<file path="src/rtl/q2e_pkg.sv">
// shared types, constants and the arctangent table for the quaternion to euler block
`default_nettype none
package q2e_pkg;
	localparam int ARG_W = 35;
	localparam int CW = 38;
	localparam int ZW = 24;
	localparam int REM_W = 57;
	localparam int SQ_STEPS = 29;
	localparam int MAG_W = 28;
	localparam logic signed [ZW-1:0] HALF_PI_Q20 = 24'sd1647099;
	localparam logic signed [15:0] PI_Q13 = 16'sd25736;
	localparam logic signed [15:0] HALF_PI_Q13 = 16'sd12868;
	localparam logic signed [ARG_W-1:0] ONE_Q28 = 35'sd268435456;

	typedef struct packed {
		logic signed [ARG_W-1:0] sr;
		logic signed [ARG_W-1:0] cr;
		logic signed [ARG_W-1:0] sp;
		logic signed [ARG_W-1:0] sy;
		logic signed [ARG_W-1:0] cy;
		logic [REM_W-1:0] rem;
		logic clamp;
	} q2e_item_t;

	function automatic logic signed [ZW-1:0] atan_q20(input int i);
		logic signed [ZW-1:0] a;
		case (i)
			0: a = 24'sd823550;
			1: a = 24'sd486170;
			2: a = 24'sd256879;
			3: a = 24'sd130396;
			4: a = 24'sd65451;
			5: a = 24'sd32757;
			6: a = 24'sd16383;
			7: a = 24'sd8192;
			8: a = 24'sd4096;
			9: a = 24'sd2048;
			10: a = 24'sd1024;
			11: a = 24'sd512;
			12: a = 24'sd256;
			13: a = 24'sd128;
			14: a = 24'sd64;
			15: a = 24'sd32;
			16: a = 24'sd16;
			17: a = 24'sd8;
			18: a = 24'sd4;
			19: a = 24'sd2;
			20: a = 24'sd1;
			default: a = '0;
		endcase
		return a;
	endfunction
endpackage
`default_nettype wire

</file>
<file path="src/rtl/q2e_queue.sv">
// two entry queue between the front and back pipelines
`default_nettype none
module q2e_queue
	import q2e_pkg::*;
(
	input wire logic clk,
	input wire logic arst_n,
	input wire logic wr,
	output logic full,
	input wire q2e_item_t wr_item,
	input wire logic rd,
	output logic empty,
	output q2e_item_t rd_item
);
	q2e_item_t ent_q [0:1];
	logic wp_q, rp_q;
	logic [1:0] cnt_q;
	logic wr_en, rd_en;

	assign full = cnt_q == 2'd2;
	assign empty = cnt_q == 2'd0;
	assign wr_en = wr && !full;
	assign rd_en = rd && !empty;
	assign rd_item = ent_q[rp_q];

	always_ff @(posedge clk or negedge arst_n) begin
		if (!arst_n) begin
			wp_q <= 1'b0;
			rp_q <= 1'b0;
			cnt_q <= 2'd0;
		end else begin
			if (wr_en)
				wp_q <= !wp_q;
			if (rd_en)
				rp_q <= !rp_q;
			if (wr_en && !rd_en)
				cnt_q <= cnt_q + 2'd1;
			else if (rd_en && !wr_en)
				cnt_q <= cnt_q - 2'd1;
		end
	end

	always_ff @(posedge clk) begin
		if (wr_en)
			ent_q[wp_q] <= wr_item;
	end

	a_cnt_range: assert property (@(posedge clk) disable iff (!arst_n) cnt_q != 2'd3)
		else $error("queue count out of range");
	a_cnt_inc: assert property (@(posedge clk) disable iff (!arst_n)
		(wr_en && !rd_en) |=> cnt_q == $past(cnt_q) + 2'd1)
		else $error("queue count not incremented");
	a_cnt_dec: assert property (@(posedge clk) disable iff (!arst_n)
		(rd_en && !wr_en) |=> cnt_q == $past(cnt_q) - 2'd1)
		else $error("queue count not decremented");
endmodule
`default_nettype wire

</file>
<file path="config.mk">
export PLATFORM = sky130hd
export DESIGN_NAME = q2e_queue
export DESIGN_NICKNAME = d
export VERILOG_FILES = /design/src/rtl/q2e_pkg.sv /design/src/rtl/q2e_queue.sv
export SDC_FILE = /design/constraint.sdc
export NUM_CORES = 1
export LEC_CHECK = 0
export ABC_AREA = 0
export BUFFER_PORTS_ARGS = -buffer_cell sky130_fd_sc_hd__buf_2
export CAP_MARGIN = 40
export CORE_MARGIN = 4
export CORE_UTILIZATION = 45
export DETAILED_ROUTE_END_ITERATION = 8
export PLACE_DENSITY_LB_ADDON = 0.05
export SYNTH_ARGS = -nofsm -noshare
export SYNTH_HDL_FRONTEND = slang
export SYNTH_SLANG_ARGS = --single-unit
</file>
<file path="constraint.sdc">
create_clock -name clk -period 17.5 [get_ports clk]
set_input_delay 0.875 -clock clk [delete_from_list [all_inputs] [get_ports clk]]
set_output_delay 0.875 -clock clk [all_outputs]
set_load 0.01 [all_outputs]
</file>
==> results of run 1 <==
==> state kept, by name, indices dropped and copies added (netlist names) <==
signal and count:
cnt_q 2, ent_q 466, rp_q 1, wp_q 1
==> layout by cell type, fill, tap and decap left out, drive strengths merged <==
cell	n
and3	1
buf	486
bufinv	3
clkbuf	59
clkinv	25
clkinvlp	2
dfrtp	4
diode	5
edfxtp	466
ha	1
inv	3
mux2	233
nand2	1
nand2b	1
nor2	3
o21ai	1
xnor2	3
xor2	2
==> per-stage QoR <==
step / hold slack, ns / worst slack (ns) / area [µm²] / cells / utilization (%)
floorplan: 0.4608 / 6.051 / 17660 / 744 / -
global placement: 0.5130 / 13.74 / 20520 / 1716 / 52.96
detailed placement: 0.5151 / 13.92 / 20680 / 1722 / 53.39
CTS: 0.05988 / 13.69 / 22220 / 1812 / 57.37
global route: 0.07169 / 13.67 / 22230 / 1814 / 57.38
finish: 0.1074 / 13.79 / 22240 / 1817 / 57.40
==> routing by layer <==
metal	share of wire [%]	global-route usage [%]
met5	0.35	0
met4	3.0	6.488
met3	9.8	7.343
met2	49	28.96
met1	37	20.64
==> final timing paths <==
kind                         startpoint            end  cells past startpoint
max reg2reg                    cnt_q[0]   ent_q[1][75]                      5
min                              arst_n           wp_q                      1
max in group asynchronous        arst_n           rp_q                      1
max                                rp_q    rd_item[20]                      4
min reg2reg                    cnt_q[1]       cnt_q[1]                      1
min in group clk           wr_item[136]  ent_q[0][136]                      1
==> cells by family (layout without fill, tap and decap cells) <==
kind of cell	after synthesis	after routing	synth area share, %
compound gates	1	1	0.02831
other cells	0	5	0
flops	470	470	79.79
simple gates	6	6	0.1559
xor+xnor	5	5	0.2480
mux	233	233	18.25
buf+inv	28	578	1.452
fa+ha+maj	1	1	0.07083
==> worst reg2reg max path, stage by stage (launching register included) <==
cell	delay (ns)
dfrtp_1	0.42
nand2b_1	0.22
and3_4	0.62
buf_4	0.70
buf_4	0.56
buf_16	0.32
==> synthesized netlist by cell type (all sizes together) <==
library cell and count:
edfxtp 466, mux2 233, buf 26, dfrtp 4, nor2 3, xnor2 3, inv 2, xor2 2
and3 1, ha 1, nand2 1, nand2b 1, o21ai 1
==> power by group <==
group	switching, mW	internal (mW)
sequential	0.0588	1.54
clock	0.414	0.575
combinational	0.655	0.590
==> area by class of cell <==
class                   instances  share of cell area, %
diodes                          5                0.05627
clock buffers                  59                  5.875
clock inverters                31                  1.058
inverters                       2                0.03376
multi-input cells             246                  14.96
flip-flops and latches        470                  63.40
well taps                     518                  2.915
repair buffers                486                  11.70
==> metrics.md, run 1 <==
| Metric | Value |
|---|---|
| Chip Height | `206.1 µm` |
| Routed Antenna Nets | `0` |
| First-pass GRT wire length | `55000 µm` |
| Layout cells sized above 1 | `61.21%` |
| Placer Congestion | `about 0.73` |
| Number of global-route vias before repair | `8984` |
| Number of gates resized after CTS | `0` |
| Final WL | `39190 µm` |
| Top-Level Pins | `472` |
| Hpwl dp | `27280 µm` |
| Pwr Total | `3.831 mW` |
| Synthesized cell area | `0.01766 mm²` |
| Post-route minimum period | `3.707 ns` |
| Fin. max-slew vios | `0` |
| Crit-path max FO | `roughly 130` |
| Mapped Nets | `roughly 980` |
| CTS tree | `yes` |
| Vias per cell | `4.787` |
| CTS Root Buffer Type | `clkbuf_16` |
| Setup Crit Path Kind | `reg2out` |
| Setup Skew | `~0.017 ns` |
| Worst skew pair latency | `0.58 ns` |
| VDD IR max | `0.1694 mV` |
| Hold bufs inserted after CTS | `0` |
| Worst EP required | `roughly 17 ns` |
| GRT overflow | `0` |
| Placement Rows | `72` |
| Die width | `206.1 µm` |
| Worst slew margin | `29.63%` |
| Worst Setup End Kind | `primary output` |
| Initial Utilization | `45.60%` |
| Cell taking the most area after synthesis | `edfxtp_1` |
| Area growth syn-to-layout | `25.88%` |
| Measured slew at the worst slew-check pin | `1.056 ns` |
| Status | `finished clean` |
| Flops & latches, synth | `470` |
| Slowest cell on the critical path | `buf_12` |
| Clock Sinks | `between 400 and 500` |
| Final setup violation count | `0` |
| Die footprint | `between 0.04 and 0.05 mm²` |
| Core footprint | `0.03874 mm²` |
| Worst Path Buf+Inv | `3` |
| HP Class | `in2async` |
| Pre-antenna DRT Iters | `4` |
| Worst R2R Setup Slack | `between 10 and 15 ns` |
| Post-Synthesis Cells | `744` |
| Iter 0 DRT Violations | `between 400 and 500` |
| Share of the clock period used by the worst path | `a little over a fifth` |
| Post-synth top area share | `approximately four fifths` |
| RSZ-0062 raised after global routing | `false` |
| Startpoint types | `flip-flop` |
| # Max-Cap Violations | `0` |
| Total setup buffers inserted after CTS | `0` |
| Sequential element share of the synthesized area | `between 70% and 80%` |
| Distinct cells, synth | `15` |
| Max Clock Freq | `0.2697 GHz` |
| YS warnings | `0` |
| Top delay family on crit path | `buffers and inverters` |
| Post-route DRC | `0` |
| PwrDens | `around 170 mW/mm²` |
| Input/output buffers | `approximately 470` |
| Tot GR Track Use | `around 18%` |
| Initial antenna violation count | `13` |
| Largest net degree at the start of global routing | `130` |
| Leak Pwr | `~9 nW` |
| CP arrival | `2.83 ns` |
| DR vias | `8698` |
| Max Root-Sink Buffers | `3` |
| Worst path max stage delay | `0.59 ns` |
| Final nets | `1493` |
| H-tree Lvls | `2` |
| Critical-path cell list | `buf_16 -> buf_12 -> mux2_2 -> buf_2` |
| Sequential cell area | `0.01410 mm²` |
| Setup TNS | `0 ns` |
| Drt wl/cell | `21.57 µm` |
| Fillers | `3081` |
| Clock-pin slew on the worst setup and hold paths | `about 0.06 ns` |
| CTS Buf Count | `between 40 and 50` |
| Final hold vios | `0` |
| Area of the multi-input gates | `0.003326 mm²` |
| Syn avg cell area | `23.74 µm²` |
| Top cells by area, synth | `edfxtp_1 (79%), mux2_4 (14%), mux2_2 (4.7%)` |
No activity file was read; power rests on OpenSTA's default activity.
==> run 2, diff against run 1 <==
- ABC_AREA: 0 -> 1
- clock period: 17.5 -> 3.4 ns (I/O delays scaled with it)
==> run 2 against run 1 <==
Sequential share of layout area fell by 4.4 points. Synthesized cell count rose by 68%. Power rose to 5.1 times the previous value. Hold slack improved by 0.22 ns. Setup slack got worse by 13 ns. Non-clock buffer count rose by 241. Clock skew fell by 0.0033 ns. Largest cell class unchanged.
==> metrics.md, run 2 <==
| Metric | Value |
|---|---|
| Post-Synthesis Cells | `1248 (was 744)` |
| Switching part of the total | `34.43% (was 29.45%)` |
| Top delay family on crit path | `buffers and inverters (unchanged)` |
| Cell mode on critical path | `nand2_1` |
| Post-Place Cells | `2198 (was 1722)` |
| Cell taking the most area after synthesis | `edfxtp_1 (unchanged)` |
| Synthesized cell area | `0.01721 mm² (was 0.01766 mm²)` |
| VDD IR max | `0.8455 mV (was 0.1694 mV)` |
| Worst skew pair latency | `0.56 ns (was 0.58 ns)` |
| Critical-path cell list | `buf_12 -> nand2_1 -> nand2_1 -> buf_2 (was buf_16 -> buf_12 -> mux2_2 -> buf_2)` |
| Total setup buffers inserted after CTS | `0 (unchanged)` |
| Worst Setup End Kind | `primary output (unchanged)` |
| EDFF count, synth | `466 (unchanged)` |
| PwrDens | `811.4 mW/mm² (was 172.3 mW/mm²)` |
| Commonest cells post-synth | `nand2_1 (708), edfxtp_1 (466), buf_2 (19) (was edfxtp_1 (466), mux2_4 (160), mux2_2 (73))` |
| Measured slew at the worst slew-check pin | `1.229 ns (was 1.056 ns)` |
| Max Clock Freq | `~0.4 GHz` |
| Main synth FF type | `edfxtp_1 (unchanged)` |
| Clock Sinks | `470 (unchanged)` |
| Hpwl dp | `27590 µm (was 27280 µm)` |
| DR vias | `11570 (was 8698)` |
| Slowest cell on the critical path | `buf_12 (unchanged)` |
| Placer Congestion | `0.7911 (was 0.7293)` |
| Core footprint | `0.03767 mm² (was 0.03874 mm²)` |
| Final hold vios | `0 (unchanged)` |
| Max Root-Sink Buffers | `3 (unchanged)` |
| CTS Root Buffer Type | `clkbuf_16 (unchanged)` |
| Post-route minimum period | `2.575 ns` |
| Post-route DRC | `0 (unchanged)` |
| Commonest non-fill, non-tap cells in the layout | `nand2_1 (707), buf_2 (471), edfxtp_1 (466) (was buf_2 (471), edfxtp_1 (466), mux2_4 (160))` |
| Fin. max-slew vios | `0 (unchanged)` |
| Routed Antenna Nets | `0 (unchanged)` |
| Syn avg cell area | `13.79 µm² (was 23.74 µm²)` |
| Hold bufs inserted after CTS | `237 (was 0)` |
| Layout cells sized above 1 | `27.74% (was 61.21%)` |
| Post-Layout Cell Count | `2520 (was 1817)` |
| Die footprint | `0.04144 mm² (was 0.04249 mm²)` |
| Initial Utilization | `45.69% (was 45.60%)` |
| Internal Pwr Total | `12.72 mW (was 2.702 mW)` |
| Worst slew margin | `18.10% (was 29.63%)` |
| Largest net degree at the start of global routing | `235 (was 130)` |
| CTS Buf Count | `48 (was 49)` |
| Iter 0 DRT Violations | `762 (was 425)` |
| Startpoint types | `flip-flop (unchanged)` |
| CTS tree | `yes (unchanged)` |
| Share of the clock period used by the worst path | `around three quarters` |
| Post-synth ARST share | `0.8511% (unchanged)` |
| Final WL | `43880 µm (was 39190 µm)` |
| Sequential element share of the synthesized area | `81.89% (was 79.79%)` |
| Placement Rows | `71 (was 72)` |
| Leak Pwr | `10.22 nW (was 8.764 nW)` |
| Area growth syn-to-layout | `38.89% (was 25.88%)` |
| HP Class | `in2reg (was in2async)` |
| Worst EP required | `3.23 ns (was 16.62 ns)` |
| Layout Utilization | `63.46% (was 57.40%)` |
| Switch Pwr | `6.677 mW (was 1.128 mW)` |
| Input/output buffers | `471 (unchanged)` |
| Worst Path Buf+Inv | `2 (was 3)` |
| Setup Crit Path Kind | `reg2out (unchanged)` |
| Clock-pin slew on the worst setup and hold paths | `0.06 ns (about the same)` |
| Post-synth top area share | `81.31% (was 79.22%)` |
| Crit-path max FO | `234 (was 129)` |
| Die width | `203.6 µm (was 206.1 µm)` |
| Final setup violation count | `0 (unchanged)` |
| Worst path max stage delay | `0.68 ns (was 0.59 ns)` |
| Flops & latches, synth | `470 (unchanged)` |
| Top-Level Pins | `472 (unchanged)` |
| CP arrival | `2.40 ns (was 2.83 ns)` |
| YS warnings | `0 (unchanged)` |
| Flop pwr share | `42.1% (was 41.7%)` |
| Final nets | `2212 (was 1493)` |
| Setup Skew | `0.01415 ns (was 0.01744 ns)` |
| Count leader, synth | `nand2_1 (was edfxtp_1)` |
| Max FFs per register | `466 (unchanged)` |
| First-pass GRT wire length | `66850 µm (was 55000 µm)` |
| Largest registers | `ent_q x466, cnt_q x2 (unchanged)` |
| # Max-Cap Violations | `0 (unchanged)` |
| Clock power frac | `24.5% (was 25.8%)` |
| Pre-antenna DRT Iters | `5 (was 4)` |
| H-tree Lvls | `2 (unchanged)` |
| Initial antenna violation count | `1 (was 13)` |
| Drt wl/cell | `17.41 µm (was 21.57 µm)` |
| Number of global-route vias before repair | `11920 (was 8984)` |
| Number of gates resized after CTS | `0 (unchanged)` |
| Logic pwr share | `33.5% (was 32.5%)` |
| Tot GR Track Use | `20.69% (was 17.54%)` |
| Distinct cells, synth | `16 (was 15)` |
| Commonest non-fill, non-tap cell in the layout | `nand2_1 (was buf_2)` |
| Top cells by area, synth | `edfxtp_1 (81%), nand2_1 (15%), buf_6 (0.79%) (was edfxtp_1 (79%), mux2_4 (14%), mux2_2 (4.7%))` |
| Mapped Nets | `1486 (was 982)` |
| Status | `finished clean (unchanged)` |
| GRT overflow | `0 (unchanged)` |
| RSZ-0062 raised after global routing | `false (unchanged)` |
| Reg with most FFs | `ent_q (unchanged)` |
| Chip Height | `203.6 µm (was 206.1 µm)` |
| Vias per cell | `4.590 (was 4.787)` |
-- run 2: logic make-up (layout without fill, tap and decap cells) --
family                     count (synthesis)  count (layout)  synth area share [%]
and+or+nand+nor                          715             715                 15.64
adders and majority gates                  1               1               0.07269
DFF                                      470             470                 81.89
other                                      0               1                     0
AOI/OAI and AO/OA                          2               2               0.05816
xor gates and xnor gates                   1               1               0.05090
buffers and inverters                     59             819                 2.290
-- run 2: worst register-to-register path, cell delays in order (launching register included) --
cell and delay, ns:
dfrtp_1 0.39, inv_2 0.08, nor2_4 0.12, nor2_2 0.05
nand2_2 0.08, clkinvlp_4 0.60, buf_4 0.51
-- run 2: routing by layer --
metal	vias to the layer above	wire length (µm)	track usage [%]
li1	5681	-	-
met5	-	0	0
met3	67	3596	6.058
met4	0	1101	6.504
met1	5433	17610	26.37
met2	386	21580	34.54
-- run 2: through the flow --
step	TNS [ns]	hold WS, ns	instance area [µm²]	power [mW]	setup WS [ns]
2_1_floorplan	-513.15	-0.1256	17240	12.00	-1.170
3_3_place_gp	0	-0.01475	20140	14.63	1.283
3_5_place_dp	0	-0.01634	20140	14.67	1.228
4_1_cts	0	0.2858	23900	19.68	0.8059
5_1_grt	0	0.3033	23900	20.58	0.6664
6_report	0	0.3317	23900	19.39	0.8251
-- run 2: worst paths after layout --
| check | startpoint | end | slack (ns) | cells after the start |
|---|---|---|---|---|
| hold / removal | wr_item[132] | ent_q[1][132] | 0.33 | 2 |
| setup reg to reg | cnt_q[1] | ent_q[0][210] | 1.29 | 6 |
| max in group asynchronous | arst_n | rp_q | 2.64 | 3 |
| setup / recovery | rp_q | rd_item[50] | 0.83 | 4 |
| hold reg to reg | wp_q | wp_q | 0.48 | 2 |
| min in group asynchronous | arst_n | cnt_q[1] | 0.57 | 3 |
-- run 2: layout make-up --
cell class                      count  area [µm²]
Sequential cell                   470       14100
Fill cell                        3027       13760
Timing Repair Buffer              727        4985
Multi-Input combinational cell    719        2746
Clock buffer                       67        1294
Tap cell                          511       639.4
Clock inverter                     17       98.84
Inverter                            8       38.79
Antenna cell                        1       2.502
-- run 2: power by group through the flow --
stage	clock, mW	combinational, mW	sequential [mW]
CTS	4.87	6.64	8.17
global placement	0	6.39	8.25
detailed placement	0	6.39	8.28
global route	5.13	7.18	8.26
finish	4.75	6.49	8.16
floorplan	0	3.59	8.41
